$ cat src/rtl/assert_macros.svh
// ----------------------------------------------------------------------------
// assert_macros.svh
// Shared concurrent assertion macros, clocked and reset-gated
// ----------------------------------------------------------------------------
`ifndef ASSERT_MACROS_SVH
`define ASSERT_MACROS_SVH

// same-cycle implication
`define EHL_ASSERT_IMPL(name, clk, rst_n, ante, cons) \
    name: assert property (@(posedge clk) disable iff (!rst_n) (ante) |-> (cons)) \
        else $error("assertion failed");

// next-cycle implication
`define EHL_ASSERT_NEXT(name, clk, rst_n, ante, cons) \
    name: assert property (@(posedge clk) disable iff (!rst_n) (ante) |=> (cons)) \
        else $error("assertion failed");

`endif

$ cat src/rtl/ehl_pkg.sv
// ----------------------------------------------------------------------------
// ehl_pkg
// Types and constants of the ethernet to ipv4 header locator
// ----------------------------------------------------------------------------
package ehl_pkg;

    // ether types and ppp protocol
    localparam logic [15:0] ETH_TYPE_VLAN_Q  = 16'h8100;
    localparam logic [15:0] ETH_TYPE_VLAN_AD = 16'h88A8;
    localparam logic [15:0] ETH_TYPE_PPPOE   = 16'h8864;
    localparam logic [15:0] ETH_TYPE_IPV4    = 16'h0800;
    localparam logic [15:0] PPP_IPV4_CODE    = 16'h0021;

    // header geometry
    localparam int MAC_HDR_BYTES  = 14;
    localparam int IPV4_HDR_BYTES = 20;
    localparam int VLAN_TAG_BYTES = 4;
    localparam int PPPOE_HDR_BYTES = 8;

    // parse phases
    typedef enum logic [2:0] {
        PH_MAC,
        PH_VLAN,
        PH_PPPOE,
        PH_IPV4,
        PH_FAIL
    } phase_t;

    // one frame byte
    typedef struct packed {
        logic [7:0] data_byte;
        logic       frame_end;
    } frame_item_t;

    // one per-frame result
    typedef struct packed {
        logic        found_ipv4;
        logic [13:0] hdr_offset;
        logic [47:0] source_mac;
        logic [47:0] destination_mac;
        logic        via_pppoe;
    } result_item_t;

endpackage

$ cat src/rtl/ehl_parser.sv
// ----------------------------------------------------------------------------
// ehl_parser
// Per-byte header walk: MACs, vlan tags, pppoe session, result at frame end
// ----------------------------------------------------------------------------
`include "assert_macros.svh"

module ehl_parser
    import ehl_pkg::*;
#(
    parameter int MAX_PACKET_BYTES = 16384
)
(
    input  logic         clk,
    input  logic         rst_n,
    input  logic         step,
    input  frame_item_t  item,
    output result_item_t result
);

    localparam int POS_W = $clog2(MAX_PACKET_BYTES + 1);
    localparam int CMP_W = POS_W + 1;

    localparam logic [POS_W-1:0] POS_MAX    = POS_W'(MAX_PACKET_BYTES);
    localparam logic [POS_W-1:0] POS_SRC    = POS_W'(6);
    localparam logic [POS_W-1:0] POS_TYPE   = POS_W'(12);
    localparam logic [POS_W-1:0] POS_TYPE_LO = POS_W'(13);
    localparam logic [POS_W-1:0] HS_RESET   = POS_W'(MAC_HDR_BYTES);

    logic [POS_W-1:0] pos_reg, pos_next;
    logic [POS_W-1:0] hs_reg, hs_next;
    logic [47:0]      dest_reg, dest_next;
    logic [47:0]      src_reg, src_next;
    logic [15:0]      fs_reg, fs_next;
    phase_t           phase_reg, phase_next;
    logic             pppoe_reg, pppoe_next;

    logic             long_enough;
    logic             reached;
    logic             fits;

    // phase that follows a completed ether type
    function automatic phase_t type_phase(input logic [15:0] et);
        phase_t ph;
        if (et == ETH_TYPE_VLAN_Q || et == ETH_TYPE_VLAN_AD)
            ph = PH_VLAN;
        else if (et == ETH_TYPE_PPPOE)
            ph = PH_PPPOE;
        else if (et == ETH_TYPE_IPV4)
            ph = PH_IPV4;
        else
            ph = PH_FAIL;
        return ph;
    endfunction

    // byte update
    always_comb
    begin
        pos_next   = pos_reg;
        hs_next    = hs_reg;
        dest_next  = dest_reg;
        src_next   = src_reg;
        fs_next    = fs_reg;
        phase_next = phase_reg;
        pppoe_next = pppoe_reg;

        if (step && (pos_reg < POS_MAX))
        begin
            fs_next  = {fs_reg[7:0], item.data_byte};
            pos_next = pos_reg + POS_W'(1);
            case (phase_reg)
                PH_MAC:
                begin
                    if (pos_reg < POS_SRC)
                        dest_next = {dest_reg[39:0], item.data_byte};
                    else if (pos_reg < POS_TYPE)
                        src_next = {src_reg[39:0], item.data_byte};
                    else if (pos_reg == POS_TYPE_LO)
                        phase_next = type_phase(fs_next);
                end
                PH_VLAN:
                begin
                    if ({1'b0, pos_reg} ==
                        {1'b0, hs_reg} + CMP_W'(VLAN_TAG_BYTES - 1))
                    begin
                        hs_next    = hs_reg + POS_W'(VLAN_TAG_BYTES);
                        phase_next = type_phase(fs_next);
                    end
                end
                PH_PPPOE:
                begin
                    if ({1'b0, pos_reg} ==
                        {1'b0, hs_reg} + CMP_W'(PPPOE_HDR_BYTES - 1))
                    begin
                        if (fs_next != PPP_IPV4_CODE)
                            phase_next = PH_FAIL;
                        else
                        begin
                            hs_next    = hs_reg + POS_W'(PPPOE_HDR_BYTES);
                            pppoe_next = 1'b1;
                            phase_next = PH_IPV4;
                        end
                    end
                end
                default:
                begin
                end
            endcase
        end

        // result from the updated state
        long_enough = pos_next >= POS_W'(MAC_HDR_BYTES);
        reached     = phase_next == PH_IPV4;
        fits        = ({1'b0, hs_next} + CMP_W'(IPV4_HDR_BYTES)) <= {1'b0, pos_next};

        result.found_ipv4      = long_enough && reached && fits;
        result.hdr_offset      = result.found_ipv4 ? 14'(hs_next) : 14'd0;
        result.source_mac      = long_enough ? src_next : 48'd0;
        result.destination_mac = long_enough ? dest_next : 48'd0;
        result.via_pppoe       = long_enough && reached && pppoe_next;

        // back to start of frame after the last byte
        if (step && item.frame_end)
        begin
            pos_next   = '0;
            hs_next    = HS_RESET;
            dest_next  = '0;
            src_next   = '0;
            fs_next    = '0;
            phase_next = PH_MAC;
            pppoe_next = 1'b0;
        end
    end

    // parse state
    always_ff @(posedge clk or negedge rst_n)
    begin
        if (!rst_n)
        begin
            pos_reg   <= '0;
            hs_reg    <= HS_RESET;
            dest_reg  <= '0;
            src_reg   <= '0;
            fs_reg    <= '0;
            phase_reg <= PH_MAC;
            pppoe_reg <= 1'b0;
        end
        else
        begin
            pos_reg   <= pos_next;
            hs_reg    <= hs_next;
            dest_reg  <= dest_next;
            src_reg   <= src_next;
            fs_reg    <= fs_next;
            phase_reg <= phase_next;
            pppoe_reg <= pppoe_next;
        end
    end

    // a frame end returns the walk to its start
    `EHL_ASSERT_NEXT(a_frame_restart, clk, rst_n, step && item.frame_end,
        pos_reg == '0 && phase_reg == PH_MAC && hs_reg == HS_RESET)
    // pppoe only ever leads to the ipv4 phase
    `EHL_ASSERT_IMPL(a_pppoe_ipv4, clk, rst_n, pppoe_reg, phase_reg == PH_IPV4)

endmodule

$ cat src/rtl/ehl_result_queue.sv
// ----------------------------------------------------------------------------
// ehl_result_queue
// Output register plus skid entry for per-frame results
// ----------------------------------------------------------------------------
`include "assert_macros.svh"

module ehl_result_queue
    import ehl_pkg::*;
(
    input  logic         clk,
    input  logic         rst_n,
    input  logic         push,
    input  result_item_t push_item,
    output logic         space,
    output logic         result_valid,
    input  logic         result_stall,
    output result_item_t result_data
);

    logic         out_valid_reg, out_valid_next;
    result_item_t out_item_reg, out_item_next;
    logic         skid_valid_reg, skid_valid_next;
    result_item_t skid_item_reg, skid_item_next;
    logic         pop;

    assign pop          = out_valid_reg && !result_stall;
    assign space        = !skid_valid_reg;
    assign result_valid = out_valid_reg;
    assign result_data  = out_item_reg;

    // entry movement
    always_comb
    begin
        out_valid_next  = out_valid_reg;
        out_item_next   = out_item_reg;
        skid_valid_next = skid_valid_reg;
        skid_item_next  = skid_item_reg;
        if (!out_valid_reg || pop)
        begin
            if (skid_valid_reg)
            begin
                out_valid_next  = 1'b1;
                out_item_next   = skid_item_reg;
                skid_valid_next = push;
                skid_item_next  = push_item;
            end
            else
            begin
                out_valid_next = push;
                out_item_next  = push_item;
            end
        end
        else if (push)
        begin
            skid_valid_next = 1'b1;
            skid_item_next  = push_item;
        end
    end

    // valid flags
    always_ff @(posedge clk or negedge rst_n)
    begin
        if (!rst_n)
        begin
            out_valid_reg  <= 1'b0;
            skid_valid_reg <= 1'b0;
        end
        else
        begin
            out_valid_reg  <= out_valid_next;
            skid_valid_reg <= skid_valid_next;
        end
    end

    // payload
    always_ff @(posedge clk)
    begin
        out_item_reg  <= out_item_next;
        skid_item_reg <= skid_item_next;
    end

    // skid entry is only used behind a held output
    `EHL_ASSERT_IMPL(a_skid_order, clk, rst_n, skid_valid_reg, out_valid_reg)
    // no push into a full queue
    `EHL_ASSERT_IMPL(a_no_overflow, clk, rst_n, push, !skid_valid_reg)

endmodule

$ cat src/rtl/ethernet_to_ipv4_header_locator_top.sv
// ----------------------------------------------------------------------------
// ethernet_to_ipv4_header_locator_top
// Locates the ipv4 header behind ethernet, vlan tags and a pppoe session
// ----------------------------------------------------------------------------
// Usage:
// frame_* carries one frame byte per item, first byte of the destination MAC
// first; frame_end marks the final byte. result_* carries one item per frame:
// found flag, ipv4 header offset, both MACs and the pppoe flag.
// An item moves when valid is high and stall is low.
// Throughput: one byte per cycle while frame_stall is low, back to back across frames.
// Path: a byte lands in the input register when accepted and is parsed from
// there; the final byte's result is formed combinationally and pushed into the
// output register, or into the skid entry while the output holds a stalled result.
// The result side has an output register and one skid entry; frame_stall
// rises only when a final byte waits while both hold undelivered results.
// Reset empties both channels and starts the parser at a new frame.
// Frames longer than MAX_PACKET_BYTES are counted up to that length only.
// ----------------------------------------------------------------------------
`include "assert_macros.svh"

module ethernet_to_ipv4_header_locator_top
    import ehl_pkg::*;
#(
    parameter int MAX_PACKET_BYTES = 16384
)
(
    input  logic         clk,
    input  logic         rst_n,
    input  logic         frame_valid,
    output logic         frame_stall,
    input  frame_item_t  frame_data,
    output logic         result_valid,
    input  logic         result_stall,
    output result_item_t result_data
);

    logic         in_valid_reg, in_valid_next;
    frame_item_t  in_item_reg;
    logic         accept;
    logic         advance;
    logic         space;
    result_item_t parsed;

    // input register control
    assign advance     = in_valid_reg && (!in_item_reg.frame_end || space);
    assign frame_stall = in_valid_reg && !advance;
    assign accept      = frame_valid && !frame_stall;

    always_comb
    begin
        in_valid_next = in_valid_reg;
        if (accept)
            in_valid_next = 1'b1;
        else if (advance)
            in_valid_next = 1'b0;
    end

    always_ff @(posedge clk or negedge rst_n)
    begin
        if (!rst_n)
            in_valid_reg <= 1'b0;
        else
            in_valid_reg <= in_valid_next;
    end

    always_ff @(posedge clk)
    begin
        if (accept)
            in_item_reg <= frame_data;
    end

    // header walk
    ehl_parser #(
        .MAX_PACKET_BYTES (MAX_PACKET_BYTES)
    ) u_parser (
        .clk    (clk),
        .rst_n  (rst_n),
        .step   (advance),
        .item   (in_item_reg),
        .result (parsed)
    );

    // result buffering
    ehl_result_queue u_queue (
        .clk          (clk),
        .rst_n        (rst_n),
        .push         (advance && in_item_reg.frame_end),
        .push_item    (parsed),
        .space        (space),
        .result_valid (result_valid),
        .result_stall (result_stall),
        .result_data  (result_data)
    );

    // input stalls only behind a waiting final byte
    `EHL_ASSERT_IMPL(a_stall_final, clk, rst_n, frame_stall, in_valid_reg && in_item_reg.frame_end)
    // a stalled result stays put
    `EHL_ASSERT_NEXT(a_result_hold, clk, rst_n, result_valid && result_stall, result_valid && $stable(result_data))

endmodule
$ cat config.mk
export PLATFORM = sky130hd
export DESIGN_NAME = ethernet_to_ipv4_header_locator_top
export DESIGN_NICKNAME = d
export VERILOG_FILES = /design/src/rtl/ehl_pkg.sv /design/src/rtl/ehl_parser.sv /design/src/rtl/ehl_result_queue.sv /design/src/rtl/ethernet_to_ipv4_header_locator_top.sv
export VERILOG_INCLUDE_DIRS = /design/src /design/src/rtl
export SDC_FILE = /design/constraint.sdc
export NUM_CORES = 1
export LEC_CHECK = 0
export ABC_AREA = 1
export ABC_CLOCK_PERIOD_IN_PS = 21200
export BUFFER_PORTS_ARGS = -buffer_cell sky130_fd_sc_hd__buf_2
export CAP_MARGIN = 0
export CELL_PAD_IN_SITES_DETAIL_PLACEMENT = 0
export CELL_PAD_IN_SITES_GLOBAL_PLACEMENT = 1
export CORE_MARGIN = 5
export CORE_UTILIZATION = 45
export DETAILED_ROUTE_END_ITERATION = 16
export PLACE_DENSITY = 0.88
export SYNTH_ARGS = -nofsm -noshare
export SYNTH_HDL_FRONTEND = slang
export SYNTH_SLANG_ARGS = --single-unit
$ cat constraint.sdc
create_clock -name clk -period 21.2 [get_ports clk]
set_input_delay 4.24 -clock clk [delete_from_list [all_inputs] [get_ports clk]]
set_output_delay 4.24 -clock clk [all_outputs]
set_load 0.01 [all_outputs]
==> impl_metrics.tcl, run 1 <==
set metrics [dict create \
    status "finished, final reports clean" \
    wl_per_cell_um 16.8 \
    ios 127 \
    power_mw 1.99 \
    intPower_mw 1.39 \
    wirelength_um 43500 \
    fin_skew_ns 0.0102 \
    seqPwrFrac_pct 45.2 \
    ys_types 48 \
    grt_setup_unrepaired "false" \
    yosys_warnings 0 \
    ys_async_sr_fraction_pct 37.5 \
    vias 13300 \
    grt_pass1_vias 13006 \
    area_delta_synth_final_pct 12.6 \
    nets 2065 \
    avgSynthCellArea_um2 9.36 \
    drc_errors 0 \
    timing.final.crit_period_ns 6.35 \
    drt_iter0_drc 983 \
    die_area_um2 44400 \
    p_leak_nw 9.89 \
    crit_fanout 49 \
    antennaDiodeCount 0 \
    first_pass_iters 5 \
    switching_share_pct 30.5 \
    synth_seq_cells 373 \
    irDropWorstVdd_uv 63.9 \
    layout_commonest_cell "nand2_1" \
    synth_edf_count 233 \
    clk_pin_slew_ns 0.06 \
    synthCells 1937 \
    rows 73 \
    r2r_cells 29 \
    drv_cap 0 \
    dp_hpwl_um 30000 \
    cts-buffers-inserted 39 \
    cp.required_ns 21.35 \
    powerDensity_nw_per_um2 97.7 \
    coreArea_um2 39800 \
    fmax_mhz 158 \
    clk_latency_ns 0.52 \
    postCtsSetupBuffers 0 \
    r2r-start "u_parser.hs_reg[3]$_DFF_PN1_" \
    worstSetupEndpoint "u_queue.skid_item_reg[34]$_DFFE_PP_" \
    overflow 0 \
    drive_above_1_share_pct 14.6 \
    layout_common_cells "nand2_1, nor2_1, edfxtp_1" \
    cts_resized 0 \
    synth_ff_type "edfxtp_1" \
    drt-vias-per-instance 5.15 \
    hold_ws_ns 0.505 \
    antenna_found_initial 0 \
    syn_nets 1973 \
    setup_ws_ns 14.85 \
    hold_viol_final 0 \
    ys_seq_area_share_pct 58.0 \
    fin_crit_sh_pct 29.9 \
    grt_use_total_pct 19.4 \
    dieHeight_um 211 \
    die_x_um 211 \
    port_buffers 126 \
    cp_data_arrival_time_ns 6.50 \
    syn_area_um2 18100 \
    tightest_slew_ns 1.06 \
    fin_tns_setup_ns 0 \
    htree_levels 2 \
    reg2reg_slack_ns 15.29 \
    regToRegEndpoint "u_queue.result_data[111]$_DFFE_PN_" \
    grt_pass1_wl_um 70500 \
    cts.sinks 373 \
    critPathLaunchType "primary input" \
    setup_violations 0 \
    cts.path.max_buffers 3 \
    gp_congestion 0.896 \
    initial_core_util_pct 45.5 \
    ant_nets 0 \
    cts_root_buf "clkbuf_16" \
    fin_util_pct 51.2 \
    grt_max_degree 97 \
    hold_class "reg2reg" \
    switchingPower_mw 0.607 \
    critPathCaptureType "flop" \
    cts_tree "done" \
    slew_violations 0 \
    pre_cts_slack_ns 14.25 \
    combPwrFrac_pct 20.8 \
    startpoint "result_stall" \
    relSlewSlack_pct 29.6 \
    clkPwrFrac_pct 34.0 \
    holdBufCountCts 0 \
    criticalPathCategory "in2reg" \
]
-- metrics by stage --
stage / instances / cell area (um^2)
2_1_floorplan: 1937 / 18100
3_3_place_gp: 2513 / 19100
3_5_place_dp: 2513 / 19100
4_1_cts: 2583 / 20400
5_1_grt: 2583 / 20400
6_report: 2583 / 20400
-- layout make-up --
type	instances	area, um^2
repair buffers	138	727
fillers	3671	19400
multi-input cells	1306	6600
flip-flops and latches	373	10500
clock buffers	52	1070
clock inverters	18	199
inverters	171	646
well taps	525	657
-- worst min-delay path by stage --
| stage | startpoint | end | slack, ns | depth (start not counted) |
|---|---|---|---|---|
| 2_1_floorplan | u_queue.skid_item_reg[97]$_DFFE_PP_ | u_queue.result_data[97]$_DFFE_PN_ | 0.48 | 2 |
| 3_3_place_gp | u_queue.skid_item_reg[97]$_DFFE_PP_ | u_queue.result_data[97]$_DFFE_PN_ | 0.49 | 2 |
| 3_5_place_dp | u_queue.skid_item_reg[97]$_DFFE_PP_ | u_queue.result_data[97]$_DFFE_PN_ | 0.49 | 2 |
| 4_1_cts | u_queue.skid_item_reg[97]$_DFFE_PP_ | u_queue.result_data[97]$_DFFE_PN_ | 0.51 | 2 |
| 5_1_grt | u_queue.skid_item_reg[95]$_DFFE_PP_ | u_queue.result_data[95]$_DFFE_PN_ | 0.54 | 2 |
| 6_report | u_queue.skid_item_reg[97]$_DFFE_PP_ | u_queue.result_data[97]$_DFFE_PN_ | 0.51 | 2 |
-- routing by layer --
metal  vias to the layer above  track usage, %  share of wire, %  wire length (um)
met4                         0            4.07               1.8               792
met5                         -               0                 0                 0
met3                        60            2.72               6.2              2710
li1                       6459               -                 -                 -
met1                      6352            28.8                46             20000
met2                       429            30.9                46             20000
-- power by group through the flow --
stage                     logic [mW]  registers (mW)  clock network [mW]
after detailed placement       0.415           0.913                   0
after global routing           0.468           0.908               0.723
after floorplan                0.295           0.906                   0
final                          0.415           0.900               0.678
after CTS                      0.417           0.900               0.690
after global placement         0.408           0.912                   0
-- synthesized netlist by cell type (21+ instances only) --
cell / n / area (um^2)
buf_2: 21 / 105
clkbuf_1: 51 / 191
dfrtp_1: 137 / 3430
edfxtp_1: 233 / 7000
ha_1: 23 / 288
inv_1: 160 / 601
mux2_2: 40 / 450
mux2i_1: 48 / 480
nand2_1: 599 / 2250
nand3_1: 77 / 385
nand4_1: 42 / 263
nor2_1: 278 / 1040
o21ai_0: 37 / 185
xor2_1: 43 / 377
-- logic make-up after synthesis --
logic type,count (synthesis),synth area share [%]
buffers and inverters,258,5.80
DFF,373,58.0
other,1,0.0207
adders and majority gates,23,1.59
AOI/OAI and AO/OA,77,2.38
muxes,88,5.14
xor gates and xnor gates,49,2.37
and+or+nand+nor,1068,24.7
-- worst max-delay path, stage by stage --
cell and delay [ns]:
buf_2 0.11, nand2_4 0.26, o21ai_4 0.53, buf_4 0.62, buf_4 0.65
No activity file was read; power rests on OpenSTA's default activity.
==> run 2: changes to the inputs <==
Settings changed: ABC_CLOCK_PERIOD_IN_PS 21200 to 5400, CORE_UTILIZATION 45 to 43.
Clock period 21.2 ns to 5.4 ns, I/O delays scaled along.
==> run 2 against run 1 <==
Total power increased to 4.0 times the previous value. Final cell count increased by 1.9%. Routed wire length increased by 13%. Highest routed layer is now met5.
==> impl_metrics.tcl, run 2 (same netlist as run 1, synthesis figures left out) <==
set metrics [dict create \
    status "finished, final reports clean" \
    setup_violations 0 \
    fmax_mhz 199 \
    crit_slowest_cell "dfstp_2" \
    area_delta_synth_final_pct 14.2 \
    clk_pin_slew_ns 0.06 \
    drv_cap 0 \
    hold_class "reg2reg" \
    met1_usage_pct 29.1 \
    critPathCaptureType "flop" \
    multi_input_area_um2 6630 \
    wl_per_cell_um 18.7 \
    fin_skew_ns 0.0148 \
    slowest_delay_ns 0.61 \
    overflow 0 \
    hold_viol_final 0 \
    critPathLaunchType "flop" \
    grt_setup_unrepaired "false" \
    hold_ws_ns 0.517 \
    cts.sinks 373 \
    layout_commonest_cell "nand2_1" \
    first_pass_iters 5 \
    gp_congestion 0.978 \
    drc_errors 0 \
    tightest_slew_ns 1.00 \
    power_mw 7.99 \
    wirelength_um 49300 \
    antennaDiodeCount 0 \
    rows 75 \
    placed_area_um2 19400 \
    fin_cells 2631 \
    ant_nets 0 \
    cts.path.max_buffers 3 \
    relSlewSlack_pct 33.3 \
    cts_root_buf "clkbuf_16" \
    die_x_um 215 \
    met3_usage_pct 3.72 \
    stdcell_area_um2 20700 \
    port_buffers 126 \
    grt_pass1_wl_um 76700 \
    coreArea_um2 41900 \
    antenna_found_initial 1 \
    drive_above_1_share_pct 16.1 \
    dp_hpwl_um 34200 \
    nFillCells 3880 \
    fin_crit_sh_pct 93.1 \
    criticalPathCategory "reg2reg" \
    fin_tns_setup_ns 0 \
    placed_cells 2555 \
    grt_use_total_pct 20.9 \
    grtUsageMet2_pct 34.4 \
    slew_violations 0 \
    cp_data_arrival_time_ns 5.47 \
    powerDensity_nw_per_um2 386 \
    die_area_um2 46400 \
    crit_top_cell "nand2_1" \
    cts-buffers-inserted 41 \
    layout_common_cells "nand2_1, nor2_1, edfxtp_1" \
    clk_latency_ns 0.57 \
    postCtsSetupBuffers 0 \
    seq_area_um2 10500 \
    grt.busiest_layer "met2" \
    path_buf_inv 3 \
    crit_fanout 13 \
    dieHeight_um 215 \
    cts_tree "done" \
    drt-vias-per-instance 5.12 \
    initial_core_util_pct 43.3 \
    grt_pass1_vias 13313 \
    crit_family "simple AND/OR/NAND/NOR gates" \
    grt_max_degree 113 \
    cp.required_ns 5.84 \
    ios 127 \
    nets 2095 \
    drt_iter0_drc 1080 \
    irDropWorstVdd_uv 286 \
    timing.final.crit_period_ns 5.03 \
    htree_levels 2 \
    p_leak_nw 10.0 \
    vias 13483 \
]
[run 2: changes by cell type in the layout (fill, tap and decap cells not counted), sizes merged]
cell	change
bufinv	-3
buf	+28
clkinvlp	+1
clkinv	+3
inv	+3
clkbuf	+2
[run 2: worst paths after layout]
path                            slack, ns                                  to                           startpoint  cells past startpoint
min in group asynchronous            0.53     u_parser.dest_reg[36]$_DFF_PN0_                                rst_n                      1
worst max-delay path                 0.37  u_queue.result_data[109]$_DFFE_PN_       u_parser.hs_reg[1]$_DFFE_PN1P_                     30
worst max register to register       0.37  u_queue.result_data[109]$_DFFE_PN_       u_parser.hs_reg[1]$_DFFE_PN1P_                     30
max in group asynchronous            3.76        u_parser.hs_reg[5]$_DFF_PN0_                                rst_n                      2
worst min register to register       0.52   u_queue.result_data[97]$_DFFE_PN_  u_queue.skid_item_reg[97]$_DFFE_PP_                      2
worst min-delay path                 0.52   u_queue.result_data[97]$_DFFE_PN_  u_queue.skid_item_reg[97]$_DFFE_PP_                      2
[run 2: final cells by class]
cell class	count	area share [%]
clock buffer	54	5.30
clock inverter	22	0.865
inverter	171	3.12
multi-input combinational	1306	32.0
sequential	373	50.8
tap	539	3.26
timing repair buffer	166	4.61
[run 2: report_power, final]
part | internal [mW] | switching, mW | leakage, nW
registers | 3.34 | 0.186 | 4.31
logic | 0.585 | 1.20 | 5.11
clock network | 1.50 | 1.18 | 0.622
total | 5.43 | 2.57 | 10.0
[run 2: worst reg2reg max path: cells and delay by family, from the launching register on]
family / cells / cell delay (ns)
DFF: 1 / 0.61
xor gates and xnor gates: 2 / 0.37
AOI/OAI and AO/OA: 5 / 0.76
and+or+nand+nor: 18 / 2.22
buffers and inverters: 3 / 0.34
adders and majority gates: 2 / 0.62
[run 2: metrics by stage]
stage | setup slack [ns] | util, %
global placement | 0.316 | 46.3
CTS | 0.271 | 49.3
global route | 0.000833 | 49.4
finish | 0.372 | 49.4
floorplan | 0.0829 | -
detailed placement | 0.315 | 46.3
[run 2: metal layers]
layer  up-vias  wire [um]
met2       391      23500
met5         -         11
met4         2       1060
li1       6521          -
met3        58       2700
met1      6511      22000
[run 2: timing repair]
item	in CTS	in global routing
resized for setup	0	14
hold buffers	0	0
setup endpoints to repair	0	28
==> run 3: changes to the inputs <==
Settings changed: MAX_ROUTING_LAYER set to met4, SLEW_MARGIN set to 20.
==> run 3 against run 2 <==
Flip-flop and latch count unchanged. Via count up 1.1%. Worst hold slack worse by 0.061 ns. Non-clock buffer count up 27. Routed wire length up 0.36%. Clock skew up 0.0033 ns. Fmax down 1.8%. First-iteration DRC count up 4.7%. Combinational power up 6%. Largest power group unchanged. Core utilization up 0.88 points.
==> impl_metrics.tcl, run 3 (same netlist as run 1, synthesis figures left out) <==
set metrics [dict create \
    status "finished, final reports clean" \
    relSlewSlack_pct 39.8 \
    reg2reg_slack_ns 0.28 \
    nets 2122 \
    die_area_um2 46400 \
    crit_slowest_cell "dfstp_2" \
    grt_max_degree 113 \
    cp.required_ns 5.81 \
    tightest_slew_ns 0.903 \
    stdcell_area_um2 21100 \
    criticalPathCategory "reg2reg" \
    hold_viol_final 0 \
    rows 75 \
    grt_pass1_wl_um 77100 \
    gp_congestion 0.998 \
    drv_cap 0 \
    overflow 0 \
    initial_core_util_pct 43.3 \
    drive_above_1_share_pct 17.8 \
    critPathLaunchType "flop" \
    dp_hpwl_um 34300 \
    fmax_mhz 195 \
    timing.final.crit_period_ns 5.12 \
    regToRegEndpoint "u_queue.result_data[99]$_DFFE_PN_" \
    grt_pass1_vias 13288 \
    fin_tns_setup_ns 0 \
    clk_pin_slew_ns 0.07 \
    hold_class "in2async" \
    wl_per_cell_um 18.6 \
    layout_commonest_cell "nand2_1" \
    placed_area_um2 19500 \
    first_pass_iters 6 \
    r2r-start "u_parser.hs_reg[2]$_DFF_PN1_" \
    grt_use_total_pct 21.6 \
    layout_common_cells "nand2_1, nor2_1, edfxtp_1" \
    route.met2.wl_um 23700 \
    wirelength_um 49400 \
    worstSetupEndpoint "u_queue.result_data[99]$_DFFE_PN_" \
    holdBufCountCts 0 \
    cp_data_arrival_time_ns 5.54 \
    drc_errors 0 \
    clk_latency_ns 0.55 \
    ant_nets 0 \
    cts.sinks 373 \
    startpoint "u_parser.hs_reg[2]$_DFF_PN1_" \
    ios 127 \
    htree_levels 2 \
    placed_cells 2570 \
    p_leak_nw 10.2 \
    port_buffers 126 \
    antenna_found_initial 1 \
    setup_ws_ns 0.279 \
    fin_skew_ns 0.0181 \
    drt-vias-per-instance 5.13 \
    top_layer_used "met4" \
    pre_cts_slack_ns 0.218 \
    cts.path.max_buffers 3 \
    slowest_delay_ns 0.56 \
    m1WireLength_um 22500 \
    critPathCaptureType "flop" \
    setup_violations 0 \
    crit_fanout 8 \
    drt_iter0_drc 1131 \
    cts_root_buf "clkbuf_16" \
    vias 13626 \
    die_x_um 215 \
    area_delta_synth_final_pct 16.2 \
    coreArea_um2 41900 \
    slew_violations 0 \
    cts_tree "done" \
    powerDensity_nw_per_um2 391 \
    r2r_cells 36 \
    dieHeight_um 215 \
    crit_top_cell "nand2_1" \
    fin_crit_sh_pct 94.8 \
    fin_util_pct 50.3 \
    wl_met3_um 2170 \
    irDropWorstVdd_uv 335 \
    cts-buffers-inserted 41 \
    fin_cells 2658 \
]
run 3: cell count changes in the layout (fill, tap and decap cells not counted), moves of 3 or more:
cell	change
dfrtp_1	+3
clkbuf_1	-4
clkinv_2	+4
buf_4	+24
bufinv_16	+5
dfrtp_2	-3
ha_1	-4
run 3: layout make-up:
class | instances | area (um^2)
clock buffer | 49 | 1060
tap | 539 | 674
multi-input combinational | 1306 | 6700
timing repair buffer | 193 | 1180
clock inverter | 26 | 287
antenna | 1 | 2.50
fill | 3829 | 20800
sequential | 373 | 10500
inverter | 171 | 649
run 3: metrics by stage:
stage | power, mW | hold slack, ns
2_1_floorplan | 4.70 | 0.481
3_3_place_gp | 5.37 | 0.495
3_5_place_dp | 5.37 | 0.503
4_1_cts | 8.22 | 0.459
5_1_grt | 8.63 | 0.480
6_report | 8.22 | 0.456
run 3: worst min path at each step:
| stage | to | startpoint | slack [ns] |
|---|---|---|---|
| finish | u_parser.dest_reg[36]$_DFF_PN0_ | rst_n | 0.46 |
| global route | u_parser.dest_reg[40]$_DFF_PN0_ | rst_n | 0.48 |
| CTS | u_parser.dest_reg[40]$_DFF_PN0_ | rst_n | 0.46 |
| detailed placement | u_queue.result_data[97]$_DFFE_PN_ | u_queue.skid_item_reg[97]$_DFFE_PP_ | 0.50 |
| global placement | u_queue.result_data[97]$_DFFE_PN_ | u_queue.skid_item_reg[97]$_DFFE_PP_ | 0.50 |
| floorplan | u_queue.result_data[97]$_DFFE_PN_ | u_queue.skid_item_reg[97]$_DFFE_PP_ | 0.48 |
run 3: repair_timing:
| item | 4_1_cts | 5_1_grt |
|---|---|---|
| buffers inserted | 0 | 11 |
| resized for setup | 0 | 31 |
| endpoints found under the setup margin | 0 | 28 |
run 3: critical path: cells and delay by family, from the launching register on:
| kind | cells | cell delay [ns] |
|---|---|---|
| DFF | 1 | 0.56 |
| adders and majority gates | 3 | 0.60 |
| AOI/OAI and AO/OA | 6 | 0.75 |
| buffers and inverters | 5 | 0.60 |
| and+or+nand+nor | 22 | 2.43 |
run 3: layer usage:
layer	GRT usage, %	vias up
li1	-	6575
met2	34.7	364
met4	5.31	0
met1	29.4	6623
met3	2.79	64
met5	-	-
run 3: power breakdown:
part           internal, mW  switching (mW)  total, mW
combinational         0.636            1.24       1.88
sequential             3.34           0.170       3.51
clock                  1.69            1.14       2.83
